**config.mk**
```make
export PLATFORM = sky130hd
export DESIGN_NAME = hamming_sec_codec_top
export DESIGN_NICKNAME = d
export VERILOG_FILES = /design/src/hsc_pkg.sv /design/src/hamming_sec_codec_top.sv
export SDC_FILE = /design/constraint.sdc
export NUM_CORES = 1
export LEC_CHECK = 0
export BUFFER_PORTS_ARGS = -buffer_cell sky130_fd_sc_hd__buf_2
export CORE_MARGIN = 4
export CORE_UTILIZATION = 25
export CTS_BUF_LIST = sky130_fd_sc_hd__clkbuf_2 sky130_fd_sc_hd__clkbuf_4 sky130_fd_sc_hd__clkbuf_8
export DETAILED_ROUTE_END_ITERATION = 8
export SLEW_MARGIN = 20
export SYNTH_ARGS = -nofsm -noshare
export SYNTH_HDL_FRONTEND = slang
export SYNTH_SLANG_ARGS = --single-unit
```
**constraint.sdc**
```tcl
create_clock -name i_clk -period 21.1 [get_ports i_clk]
set_clock_uncertainty 0.2 [all_clocks]
set_input_delay 4.22 -clock i_clk [delete_from_list [all_inputs] [get_ports i_clk]]
set_output_delay 4.22 -clock i_clk [all_outputs]
set_load 0.1 [all_outputs]
```
**src/hsc_pkg.sv**
```systemverilog
package hsc_pkg;

    // Widest data word the codec supports; the code word field is sized for it.
    localparam int MAX_DATA_BITS = 32;
    localparam int DW_W          = 32;
    localparam int CW_W          = 38;
    localparam int SYN_W         = 6;
    localparam int CFG_W         = 6;
    localparam int STATUS_W      = 2;

    localparam logic MODE_ENCODE = 1'b0;
    localparam logic MODE_DECODE = 1'b1;

    // Width and code word length in use right after reset (four data bits).
    localparam logic [CFG_W-1:0] RESET_DATA_BITS = CFG_W'(4);

    typedef enum logic [STATUS_W-1:0] {
        STATUS_OK        = 2'd0,
        STATUS_CORRECTED = 2'd1,
        STATUS_BEYOND    = 2'd2
    } t_status;

    function automatic logic is_pow2(input int pos);
        return (pos & (pos - 1)) == 0;
    endfunction

    // Index of the data bit held at a position that is not a power of two.
    function automatic int data_index(input int pos);
        int k;
        k = 0;
        for (int i = 1; i < pos; i++) begin
            if (!is_pow2(i)) begin
                k++;
            end
        end
        return k;
    endfunction

    // A width of zero acts as one bit, anything above the maximum as the maximum.
    function automatic logic [CFG_W-1:0] clamp_width(input logic [CFG_W-1:0] v);
        logic [CFG_W-1:0] m;
        m = v;
        if (m == '0) begin
            m = CFG_W'(1);
        end else if (int'(m) > MAX_DATA_BITS) begin
            m = CFG_W'(MAX_DATA_BITS);
        end
        return m;
    endfunction

    // Code word length n = m + r, with r the smallest count where 2^r >= m + r + 1.
    function automatic logic [CFG_W-1:0] code_len(input logic [CFG_W-1:0] m);
        int r;
        r = 0;
        for (int j = 0; j < 7; j++) begin
            if ((1 << r) < int'(m) + r + 1) begin
                r++;
            end
        end
        return CFG_W'(int'(m) + r);
    endfunction

    // XOR of the position numbers of all bits that are set.
    function automatic logic [SYN_W-1:0] syndrome(input logic [CW_W-1:0] cw);
        logic [SYN_W-1:0] s;
        s = '0;
        for (int i = 1; i <= CW_W; i++) begin
            if (cw[i-1]) begin
                s = s ^ SYN_W'(i);
            end
        end
        return s;
    endfunction

    function automatic logic [DW_W-1:0] gather_data(input logic [CW_W-1:0] cw);
        logic [DW_W-1:0] d;
        int              k;
        d = '0;
        for (int i = 1; i <= CW_W; i++) begin
            k = data_index(i);
            if (!is_pow2(i) && k < DW_W) begin
                d[k] = cw[i-1];
            end
        end
        return d;
    endfunction

    function automatic logic [CW_W-1:0] scatter_data(input logic [DW_W-1:0] d);
        logic [CW_W-1:0] cw;
        int              k;
        cw = '0;
        for (int i = 1; i <= CW_W; i++) begin
            k = data_index(i);
            if (!is_pow2(i) && k < DW_W) begin
                cw[i-1] = d[k];
            end
        end
        return cw;
    endfunction

endpackage

```
**src/hamming_sec_codec_top.sv**
```systemverilog
// An accepted input beat passes the input register, then the result register, and its
// result beat stays in the result register for as long as the sink holds it.
// Throughput: one code word per cycle while the sink stays ready; both stages hand
// over on the same edge. Reset (synchronous, active low) empties both stages and sets
// the data width to four bits, which gives a seven-bit code word.
module hamming_sec_codec_top (
    input  logic                          i_clk,
    input  logic                          i_rst_n,

    input  logic                          i_cfg_valid,
    output logic                          o_cfg_ready,
    input  logic [hsc_pkg::CFG_W-1:0]     i_cfg_data_bits,

    input  logic                          i_in_valid,
    output logic                          o_in_ready,
    input  logic                          i_mode,
    input  logic [hsc_pkg::DW_W-1:0]      i_data_word,
    input  logic [hsc_pkg::CW_W-1:0]      i_code_word,

    output logic                          o_out_valid,
    input  logic                          i_out_ready,
    output logic [hsc_pkg::CW_W-1:0]      o_code_word_out,
    output logic [hsc_pkg::DW_W-1:0]      o_data_out,
    output logic [hsc_pkg::SYN_W-1:0]     o_error_position,
    output logic [hsc_pkg::STATUS_W-1:0]  o_status
);
    import hsc_pkg::*;

    // Configuration. The width is clamped and the code word length derived when the
    // register is written, so the data path only sees two ready-made values.
    logic [CFG_W-1:0] r_data_bits;
    logic [CFG_W-1:0] r_cw_len;

    assign o_cfg_ready = 1'b1;

    always_ff @(posedge i_clk) begin
        if (!i_rst_n) begin
            r_data_bits <= RESET_DATA_BITS;
            r_cw_len    <= code_len(RESET_DATA_BITS);
        end else if (i_cfg_valid) begin
            r_data_bits <= clamp_width(i_cfg_data_bits);
            r_cw_len    <= code_len(clamp_width(i_cfg_data_bits));
        end
    end

    // Two-stage pipeline. Each stage takes a new beat when it is empty or when its
    // current beat moves on in the same cycle, so a stalled sink backs up one stage
    // at a time and no beat is dropped.
    logic             r_in_valid;
    logic             r_in_mode;
    logic [DW_W-1:0]  r_in_data;
    logic [CW_W-1:0]  r_in_code;

    logic             r_out_valid;
    logic             r_out_mode;
    logic [CW_W-1:0]  r_out_code;
    logic [DW_W-1:0]  r_out_data;
    logic [SYN_W-1:0] r_out_syn;
    t_status          r_out_status;

    logic out_take;
    logic in_take;

    assign out_take   = !r_out_valid || i_out_ready;
    assign o_in_ready = !r_in_valid || out_take;
    assign in_take    = i_in_valid && o_in_ready;

    always_ff @(posedge i_clk) begin
        if (!i_rst_n) begin
            r_in_valid <= 1'b0;
        end else if (o_in_ready) begin
            r_in_valid <= i_in_valid;
        end
    end

    always_ff @(posedge i_clk) begin
        if (in_take) begin
            r_in_mode <= i_mode;
            r_in_data <= i_data_word;
            r_in_code <= i_code_word;
        end
    end

    // Encode and decode work side by side on the registered beat; the mode picks one.
    logic [DW_W-1:0]  data_mask;
    logic [CW_W-1:0]  len_mask;
    logic [DW_W-1:0]  enc_data;
    logic [CW_W-1:0]  enc_body;
    logic [SYN_W-1:0] enc_syn;
    logic [CW_W-1:0]  enc_cw;
    logic [CW_W-1:0]  dec_in;
    logic [SYN_W-1:0] dec_syn;
    logic [CW_W-1:0]  dec_flip;
    logic             dec_in_range;
    logic [CW_W-1:0]  dec_cw;
    t_status          dec_status;

    logic [CW_W-1:0]  n_out_code;
    logic [DW_W-1:0]  n_out_data;
    logic [SYN_W-1:0] n_out_syn;
    t_status          n_out_status;

    always_comb begin
        for (int k = 0; k < DW_W; k++) begin
            data_mask[k] = k < int'(r_data_bits);
        end
        for (int i = 1; i <= CW_W; i++) begin
            len_mask[i-1] = i <= int'(r_cw_len);
        end

        // Encoding: data bits go to the fixed non-power-of-two positions. Their
        // syndrome, written into the power-of-two positions, makes the total zero.
        enc_data = r_in_data & data_mask;
        enc_body = scatter_data(enc_data);
        enc_syn  = syndrome(enc_body);
        enc_cw   = enc_body;
        for (int t = 0; t < SYN_W; t++) begin
            if ((1 << t) <= CW_W) begin
                enc_cw[(1 << t) - 1] = enc_syn[t];
            end
        end

        // Decoding: a nonzero syndrome names the flipped position. One that points
        // past the code word length cannot be corrected and leaves the word as is.
        dec_in  = r_in_code & len_mask;
        dec_syn = syndrome(dec_in);
        for (int i = 1; i <= CW_W; i++) begin
            dec_flip[i-1] = dec_syn == SYN_W'(i);
        end
        dec_in_range = int'(dec_syn) <= int'(r_cw_len);
        if (dec_syn == '0) begin
            dec_cw     = dec_in;
            dec_status = STATUS_OK;
        end else if (dec_in_range) begin
            dec_cw     = dec_in ^ dec_flip;
            dec_status = STATUS_CORRECTED;
        end else begin
            dec_cw     = dec_in;
            dec_status = STATUS_BEYOND;
        end

        if (r_in_mode == MODE_DECODE) begin
            n_out_code   = dec_cw;
            n_out_data   = gather_data(dec_cw);
            n_out_syn    = dec_syn;
            n_out_status = dec_status;
        end else begin
            n_out_code   = enc_cw;
            n_out_data   = enc_data;
            n_out_syn    = '0;
            n_out_status = STATUS_OK;
        end
    end

    always_ff @(posedge i_clk) begin
        if (!i_rst_n) begin
            r_out_valid <= 1'b0;
        end else if (out_take) begin
            r_out_valid <= r_in_valid;
        end
    end

    always_ff @(posedge i_clk) begin
        if (r_in_valid && out_take) begin
            r_out_mode   <= r_in_mode;
            r_out_code   <= n_out_code;
            r_out_data   <= n_out_data;
            r_out_syn    <= n_out_syn;
            r_out_status <= n_out_status;
        end
    end

    assign o_out_valid      = r_out_valid;
    assign o_code_word_out  = r_out_code;
    assign o_data_out       = r_out_data;
    assign o_error_position = r_out_syn;
    assign o_status         = r_out_status;

`ifndef SYNTH
    // An encoded word never reports an error.
    assert property (@(posedge i_clk) disable iff (!i_rst_n)
        (o_out_valid && r_out_mode == MODE_ENCODE) |->
            (o_status == STATUS_OK && o_error_position == '0))
        else $error("encode result carries an error report");

    // The status is clean exactly when the syndrome is zero.
    assert property (@(posedge i_clk) disable iff (!i_rst_n)
        o_out_valid |-> ((o_status == STATUS_OK) == (o_error_position == '0)))
        else $error("status and syndrome disagree");

    // A corrected position lies inside the code word, an uncorrectable one beyond it.
    assert property (@(posedge i_clk) disable iff (!i_rst_n)
        (o_out_valid && o_status != STATUS_OK) |->
            ((o_status == STATUS_CORRECTED) == (o_error_position <= r_cw_len)))
        else $error("syndrome range does not match status");

    // No bit above the code word length leaves the block.
    assert property (@(posedge i_clk) disable iff (!i_rst_n)
        o_out_valid |-> ((o_code_word_out & ~len_mask) == '0))
        else $error("code word has bits beyond its length");
`endif

endmodule

```
======== After elaboration in Yosys (flattened, before gate mapping) ========
Cells that the tools add are included.
word-level totals
  bits of input ports ..................... 82
  flip-flop bits (word level) ............. 163
  word-level logic and storage cells ...... 675
cells by class
  magnitude comparators ................... 172
  reduce and logical (&&, ||, !) cells .... 40
  shift operators ......................... 6
  add/sub/neg operators ................... 50
  bitwise operators ....................... 72
  eq/ne operators ......................... 38
  multiplexer cells ....................... 286
operator list
  operator                 count
  $mux W32                 110
  $lt A32 B7 Y1 const B    62
  $add A32 B2 Y32 const B  41
  $bwmux W32               31
  $ge A32 B1 Y1 const B    31
  $add A7 B32 Y32          6
  $lt A32 B32 Y1           6
  $shl A1 B32 Y32 const A  6
  $demux W1 S5             31
  $mux W5                  31
  $mux W6                  20
  $mux W38                 3
  $eq A6 B5 Y1 const B     16
  $le A5 B6 Y1 const A     16
  $lt A5 B6 Y1 const A     16
  $not A3 Y3               26
  $mux W4                  15
  $eq A6 B4 Y1 const B     8
  $le A4 B6 Y1 const A     8
  $lt A4 B6 Y1 const A     8
  $eq A6 B6 Y1 const B     7
  $le A6 B6 Y1 const A     7
  $not A2 Y2               21
  $not A4 Y4               10
  30 further kinds         128

======== Longest topological paths before layout ========
Gate-level depths: netlist (run 1).
  depth after elaboration ................. 170
  mapped depth ............................ 95
  depth with buffers taken out ............ 93

======== Least setup slack after synthesis (run 1) ========
No wires, ideal clock.
  kind .................................... input port to flip-flop
  from .................................... input port i_cfg_data_bits[2] (netlist bit)
  to ...................................... register r_cw_len[5]
  arrival time ............................ 21747 ps
  setup time .............................. 134 ps
  stages .................................. 89
  path slack .............................. -981 ps
  cells stage by stage .................... buf_4 nor4_1 nor2_1 or2_2 clkbuf_1 inv_1 ha_1 or4_1 inv_1 nand2_1 ha_1 inv_1 ha_1 a21oi_1 or4_1 ha_1 inv_1 ha_1 (+53 left out) a2111oi_0 nor3_1 ha_1 a21o_1 a21oi_1 nor2_1 a21oi_1 o211ai_2 nor2_1 xnor2_1 ha_1 a21o_1 a21oi_1 o21bai_1 a21oi_1 xor2_1 xnor2_1 a21oi_1
on the way
  word-level cells in the longest chain between the ends .. 47
  elaborated cells on any way between the ends .. 60
  classes of those cells .................. add/sub (20); order compare (8); shift (6); mux (25); reduce/logical (1)
RTL lines
  element                 RTL line                     source
  start: declaration      hamming_sec_codec_top.sv:12  input logic [hsc_pkg::CFG_W-1:0] i_cfg_data_bits,
  $gt A6 B6 Y1            hsc_pkg.sv:45                end else if (int'(m) > MAX_DATA_BITS) begin
  $mux W6                 hsc_pkg.sv:45
  $mux W6 (*)             hsc_pkg.sv:43                if (m == '0) begin
  $mux W6 (*)             hamming_sec_codec_top.sv:40  end else if (i_cfg_valid) begin
  $mux W6 (*)             hamming_sec_codec_top.sv:37  if (!i_rst_n) begin
  $add A6 B1 Y7           hsc_pkg.sv:56                if ((1 << r) < int'(m) + r + 1) begin
  $lt A1 B7 Y1            hsc_pkg.sv:56
  $mux W1                 hsc_pkg.sv:56
  (+31 left out)          -
  $mux W32                hamming_sec_codec_top.sv:37
  $add A7 B32 Y32         hsc_pkg.sv:56
  $add A32 B2 Y32         hsc_pkg.sv:56
  $lt A32 B32 Y1          hsc_pkg.sv:56
  $mux W6                 hsc_pkg.sv:56
  $mux W6                 hamming_sec_codec_top.sv:40
  $mux W6                 hamming_sec_codec_top.sv:37
  $add A6 B6 Y6 (*)       hsc_pkg.sv:60                return CFG_W'(int'(m) + r);
  end signal: assignment  hamming_sec_codec_top.sv:39  r_cw_len <= code_len(RESET_DATA_BITS);
  end signal: assignment  hamming_sec_codec_top.sv:42  r_cw_len <= code_len(clamp_width(i_cfg_data_bits));
  end: declaration        hamming_sec_codec_top.sv:32  logic [CFG_W-1:0] r_cw_len;
Mark *: on every way between the ends. The rest lies on a longest branch, timed or not. The select of a mux whose other input is x is not followed.
A chain may end at the register's enable or synchronous reset.

======== Final worst setup path (run 1) ========
Ends and elaborated chain as after synthesis.

==> impl_summary.md, run 1 <==
Synth
The cell count after synthesis is around 1,200. In the synthesized netlist the async set-or-reset flop fraction comes to 0%. The netlist uses 95 different library cells. The synthesized design contains between 100 and 150 register bits.

The commonest register cell after synthesis is edfxtp_1. The synthesized netlist occupies a cell area of approximately 11,000 µm². The number of enable-type register cells in the synthesized netlist is 117. The synthesized area per cell is about 9.7 µm². The sequential-to-total area share from yosys stat is 33.6%. The Yosys step of the flow raised 0 warnings.

Routing
The count of vias placed by the detailed router is about 9,200. Summed over all layers, the routed wires come to about 35,000 µm. After detailed routing, the number of remaining DRC violations is 0. After detailed routing, the average wire length per cell comes to about 18 µm. The first detailed-routing pass ran for 5 iterations. The number of nets with antenna violations after detailed routing is 0. In the routed layout, each cell is associated on average with a via count of around 4.7. The first routing iteration left ~530 violations.

Timing
Summed over all failing endpoints, the final setup total negative slack is 0 ns. Once routing completed, OpenROAD measured the worst setup slack at a little over 0.9 ns. The maximum clock frequency is just under 0.05 GHz. Setup violations remaining at the end of the flow were counted as 0. The transition time at the pin with the least slew margin is between 0.9 and 1 ns. The total count of max-transition violations in the final report came to 0. The final critical delay including setup and external delays is between 20 and 25 ns.

In this run the tightest slew margin relative to its limit is 35.8%. The final cycle utilization of the critical path is 95.7%. The final number of hold-violating endpoints is 0. Setup repair after global routing left no endpoint under its margin.

Power
IR analysis of the VDD net gives a maximum drop of 0.140 mV. The analysis attributes to cell leakage a power of ~0.0056 µW. In this run the power density over the cells is roughly 180 nW/µm².

Clock tree
Clock tree synthesis inserted a total of 17 buffers. The clock tree synthesis step divided the H-tree into 4 levels. The root buffer cell is clkbuf_8. After clock tree synthesis, the clock-pin slew on the worst setup and hold paths is around 0.080 ns. Clock tree synthesis found a total of 131 sinks. For the worst-skew pair, the clock arrives at the later sink with an insertion delay of between 0.4 and 0.5 ns.

The clock passes through at most 2 buffers. The CTS tree is done.

Floorplanning
In this run the core area contains 77 standard-cell rows. The area of the core is roughly 44,000 µm². The die is roughly 220 µm tall. Pin placement for this block handled 163 I/O pins.

The initial utilization of the core area, before any placement, comes to approximately a quarter. The die area is 48,600 µm². The floorplan step set the die width to around 220 µm.

Flow run
The tool flagged a number of max-cap violations equal to 0.

Global route
For this run the aggregate overflow at the end of global routing stands at 0. The first global-routing pass estimated roughly 53,000 µm of wire. Global routing used between 10% and 20% of the available tracks. The via count of the first global-routing pass is 9,137. Entering global routing, the biggest net connects 72 pins.

The initial antenna violation count is 3.

Worst hold path
The path class of the tightest hold or removal check is reg -> reg.

Final layout
The most common library cell in the layout ignoring fill and taps is buf_2. Counting the fill cells in the layout gives ~4,700. The area growth from synthesis to layout is 20.0%. The repair_antennas step left the layout with diodes totalling 0. Leaving out fill and tap cells, the most frequent cells in the layout are buf_2, edfxtp_1, xnor2_1, nand2_1, buf_4.

The share of cells above drive strength 1 is between 20 and 30%. For this run, the post-layout net count is between 1,500 and 2,000.

Critical path
The type of origin of the critical path is an input pin. Of all nets on the critical path, the largest fanout is 10. Setup slack on the worst reg-to-reg path comes out at roughly 15 ns.

The cell repeated most along the worst path is ha_1. The data required time of the critical path is 21.24 ns. The worst setup path is of the in -> reg kind. The critical path data arrival time is about 20 ns. The cell class contributing the biggest share of worst-path delay is adder cells.

The number of buffers and inverters on the critical path is 12. The delay of the slowest cell on the worst path is between 0.5 and 0.6 ns. The cell at the slowest stage of the critical path is or4_4. The endpoint type of the worst setup path is a flop.

Place
The half-perimeter wire length of the detailed placement result is between 20,000 and 30,000 µm. OpenSTA, run right after detailed placement, puts the worst setup slack at approximately 0.15 ns. The congestion estimate from routability-driven global placement came to about 0.91.

Port buffering added 161 buffers.

Status
The run finished with clean final reports.
-- repair_timing --
action / CTS / global route
resized for setup: 0 / 25
endpoints found under the setup margin: 0 / 5
setup buffers: 0 / 6
hold buffers: 0 / 0
-- routing by layer --
| layer | track usage (%) | up-vias | wire (µm) |
|---|---|---|---|
| met2 | 25.5 | 301 | 17900 |
| met5 | 0 | - | 16 |
| met3 | 2.20 | 40 | 2010 |
| met1 | 17.6 | 4375 | 14800 |
| li1 | - | 4488 | - |
| met4 | 4.04 | 4 | 639 |
-- synth_stat cells, drive strengths merged (5+ instances only) --
library cell	instances	share of area, %
o21ai	91	4.2
and2	25	1.4
a21o	19	1.3
nor3	30	1.8
nand3	19	0.84
xnor2	110	9.1
fa	6	1.1
nand2	88	2.9
a21oi	59	2.7
nor2	67	2.3
o211ai	11	0.78
nor4	7	0.39
xor2	56	4.4
inv	44	1.5
xnor3	7	1.4
ha	83	9.2
a31oi	5	0.33
nor2b	31	1.7
dfxtp	14	2.5
edfxtp	117	31
or2	7	0.41
o21a	19	1.3
or3	10	0.55
mux2i	38	3.4
clkbuf	27	0.90
a211oi	6	0.49
buf	57	3.8
nand2b	15	0.83
and3	16	0.89
-- kinds of logic (layout without fill, tap and decap cells) --
logic type               after synthesis  count (layout)  share of synthesized area, %
multiplexers                          42              42                          3.77
other                                  2               6                        0.0665
buffers and inverters                129             321                          6.15
AO/OA/AOI/OAI                        266             266                          16.2
flip-flops                           131             131                          33.6
XOR/XNOR                             173             173                          14.9
adder cells (fa/ha/maj)               90              90                          10.4
AND/OR/NAND/NOR                      328             328                          15.0
-- registers in the layout (all words and copies together) (netlist names), 2 cells and up --
name,flops
o_code_word_out,6
o_data_out,32
o_error_position,6
o_status,2
r_cw_len,6
r_data_bits,6
r_in_code,38
r_in_data,32
-- final timing paths --
| path | depth (start not counted) | start | endpoint |
|---|---|---|---|
| worst max register to register | 20 | r_cw_len[2] | o_data_out[1] |
| worst min-delay path | 1 | r_in_valid | o_out_valid |
| worst max-delay path | 88 | i_cfg_data_bits[2] | r_cw_len[5] |
| worst min register to register | 1 | r_in_valid | o_out_valid |
-- cell type report --
| class | instances | area (µm²) | area share [%] |
|---|---|---|---|
| Timing Repair Buffer | 244 | 1430 | 10.6 |
| Clock inverter | 15 | 170 | 1.26 |
| Tap cell | 592 | 741 | 5.47 |
| Inverter | 45 | 169 | 1.25 |
| Multi-Input combinational cell | 905 | 7010 | 51.7 |
| Clock buffer | 17 | 234 | 1.73 |
| Sequential cell | 131 | 3790 | 28.0 |
-- where the power goes --
group | total (µW) | switching [µW] | internal, µW | leakage [µW]
clock network | 217 | 110 | 108 | 0.000201
registers | 355 | 31.3 | 324 | 0.00124
logic | 1910 | 1120 | 783 | 0.00418
total | 2480 | 1260 | 1220 | 0.00562
-- per-stage QoR --
stage	instances	hold WS (ns)	instance area (µm²)	total power (µW)	util, %
after floorplan	1165	0.277	11400	1710	-
after global placement	1911	0.305	13000	2180	29.3
after detailed placement	1911	0.326	13000	2200	29.3
after CTS	1943	0.341	13400	2430	30.2
after global routing	1949	0.378	13500	2680	30.5
final	1949	0.336	13500	2480	30.5
Note: power is estimated with default switching activity, not from simulation.
==> run 2, diff against run 1 <==
--- a/config.mk
+++ b/config.mk
@@ -6,10 +6,13 @@
 export NUM_CORES = 1
 export LEC_CHECK = 0
 export BUFFER_PORTS_ARGS = -buffer_cell sky130_fd_sc_hd__buf_2
+export CAP_MARGIN = 10
 export CORE_MARGIN = 4
-export CORE_UTILIZATION = 25
+export CORE_UTILIZATION = 55
 export CTS_BUF_LIST = sky130_fd_sc_hd__clkbuf_2 sky130_fd_sc_hd__clkbuf_4 sky130_fd_sc_hd__clkbuf_8
 export DETAILED_ROUTE_END_ITERATION = 8
+export PLACE_DENSITY = 0.8
+export RECOVER_POWER = 100
 export SLEW_MARGIN = 20
 export SYNTH_ARGS = -nofsm -noshare
 export SYNTH_HDL_FRONTEND = slang
==> impl_summary.md, run 2 (same netlist as run 1, synthesis figures left out) <==
Status
The run finished, with violations left. The checks that failed: capacitance limit, slew limit.

Routing
The highest signal layer in the routed design is met4. In the routed design, unresolved DRC markers number 0. After detailed routing, the total wire length is about 31,000 µm. Summed over all nets, wire length on met3 after detailed routing comes to 2510 µm. The final routed wire length divided by cell count is between 15 and 20 µm. In the detailed route, the total length drawn on met2 is 14,400 µm.

The routed metal-1 wirelength is 13,300 µm. The first detailed-routing pass took 6 iterations. The count of vias placed by the detailed router is between 9,000 and 10,000. The count of routing violations after the opening detailed-route iteration is 945. The number of nets with antenna violations after detailed routing is 0.

Dividing the detail-routed via count by the number of cells gives approximately 5.8.

Timing
In this run the tightest slew margin relative to its limit is -160%. The total count of max-transition violations in the final report is around 120. The worst path uses between 90% and 100% of the clock period. Static timing analysis puts the maximum clock frequency at roughly 0.049 GHz. The final number of hold-violating endpoints is 0.

The final critical delay including setup and external delays is 20.29 ns. The setup violation total in the final timing report is 0. For the pin with the worst max-slew slack, the measured transition is between 3 and 4 ns. Hold timing on the final database bottoms out at a slack of approximately 0.37 ns.

Final layout
The final standard cell count with taps included and fillers excluded is about 1,600. The layout overhead on the synthesized area is 14.8%. The finished cells cover around 13,000 µm². The register with the most flip-flops in the layout has 38 of them. The utilization of the core after routing is 64.0%. The library cells used most frequently in the layout, excluding fill and tap cells, are edfxtp_1, xnor2_1, clkbuf_1, nand2_1, ha_1.

In the final layout, the share of cells above drive strength 1 is roughly a fifth. Ranked by flip-flop count, first place goes to r_in_code. The number of inserted diodes is 0. Fill cells in the final layout number 1,779. The most common library cell in the layout ignoring fill and taps is edfxtp_1. In the final design database the tool counted ~1,500 nets.

Floorplanning
The die area is around 23,000 µm². The y dimension of the die is 151 µm. The number of rows created at floorplan is 52. The initial cell density of the core is a little under three fifths.

The die width is between 150 and 200 µm. The total area inside the core boundary comes to ~20,000 µm². between 150 and 200 I/O pins were placed.

Power
The fraction of power consumed by combinational cells is 76.1%. VDD sags by at most ~0.13 mV. Net switching is 49.8% of the power. The part of the power in the clock network is 9.6%. The switching power of the nets is roughly 1200 µW. The power share of the sequential group is around 14%. Power spread over the standard cell area amounts to about 190 nW/µm². The leakage power is 0.00535 µW.

Power comes to ~2500 µW. Internal power comes to around 1200 µW.

Global route
The initial antenna violation count was 0. The first global-routing pass estimated 46,800 µm of wire. The pin count of the biggest net entering global routing is slightly above 70. The via count of the first global-routing pass is 8,775. The aggregate global routing overflow is 0. In the global route stage, overall resource usage came out at 26.6%.

Place
The congestion estimate from routability-driven global placement came to 0.972. The number of cells after detailed placement is about 1,600. The number of buffers added on ports is roughly 160.

Detailed placement finished with a half-perimeter wire length of ~24,000 µm. The total placed instance area is around 13,000 µm².

Critical path
The delay of the slowest cell on the worst path is 0.51 ns. The critical path contains buffers and inverters numbering 10 combined. The cell at the slowest stage of the critical path is or4_4. The maximum fanout count along the critical path is 6. The cell class contributing the biggest share of worst-path delay is compound AO/OA/AOI/OAI gates. The worst setup path is captured at a flop. Data on the critical path arrives at its endpoint at approximately 20 ns.

The critical path start-end classification is in -> reg. The data required time of the critical path is roughly 21 ns. STA classifies the critical path startpoint as an input pin. The cell repeated most along the worst path is ha_1.

Clock tree
The hold-fix buffer count after cts is 0. The longest clock path from root to sink contains 2 buffers. TritonCTS built the clock tree. At the later pin of the worst-skew pair, clock insertion delay measures ~0.47 ns.

The H-tree was split into 4 levels. Clock-pin slew was measured on the worst setup and hold paths at 0.08 ns. Counting the buffers created by CTS gives 17. For this design, the sink count on the clock tree is 131. The root buffer cell is clkbuf_8.

Worst hold path
The worst min-delay path category is reg -> reg.

Flow run
Max-cap violations in this run came to 2.
## run 2: changes by cell type in the layout (fill, tap and decap cells not counted), sizes merged
| cell | previous run | this run |
|---|---|---|
| bufinv | 2 | 4 |
| clkbuf | 17 | 110 |
| buf | 244 | 146 |
| inv | 51 | 47 |
## run 2: worst paths after layout
path | from | slack, ns | to | depth (start not counted)
min | r_in_valid | 0.37 | o_out_valid | 1
max | i_cfg_data_bits[1] | 0.81 | r_cw_len[5] | 90
min reg2reg | r_in_valid | 0.37 | o_out_valid | 1
max reg2reg | r_cw_len[4] | 14.52 | o_data_out[2] | 21
## run 2: power groups by stage
stage | clock (µW) | combinational, µW | sequential, µW
6_report | 238 | 1890 | 356
5_1_grt | 253 | 2060 | 359
4_1_cts | 242 | 1820 | 353
3_5_place_dp | 0 | 1800 | 359
3_3_place_gp | 0 | 1770 | 358
2_1_floorplan | 0 | 1270 | 440
## run 2: stage by stage
| stage | setup TNS (ns) | setup WS, ns |
|---|---|---|
| 6_report | 0 | 0.807 |
| 5_1_grt | -0.210 | -0.0911 |
| 4_1_cts | 0 | 0.421 |
| 3_5_place_dp | 0 | 0.00855 |
| 3_3_place_gp | 0 | 0.546 |
| 2_1_floorplan | 0 | 0.0311 |
## run 2: final cells by class
cell class	count	area [µm²]	area share, %
Multi-Input combinational cell	905	6940	53.6
Sequential cell	131	3790	29.3
Timing Repair Buffer	237	1260	9.74
Tap cell	270	338	2.61
Clock buffer	19	249	1.92
Clock inverter	13	200	1.54
Inverter	45	171	1.32
## run 2: per-layer routing
layer / GRT usage (%) / vias up
li1: - / 4461
met1: 36.8 / 4367
met2: 42.7 / 469
met3: 3.59 / 63
met4: 9.84 / 0
met5: 0 / -
## run 2: worst reg2reg max path, delay by kind of cell, from the launching register on
kind | cells | cell delay [ns]
AOI/OAI and AO/OA | 7 | 1.77
xor gates and xnor gates | 6 | 1.70
adders and majority gates | 1 | 0.18
buffers and inverters | 1 | 0.17
DFF | 1 | 0.74
muxes | 1 | 0.13
and+or+nand+nor | 5 | 1.40
## run 2: timing repair
item	CTS	global route
setup endpoints to repair	0	6
gates resized for setup	0	36
buffers inserted	0	8
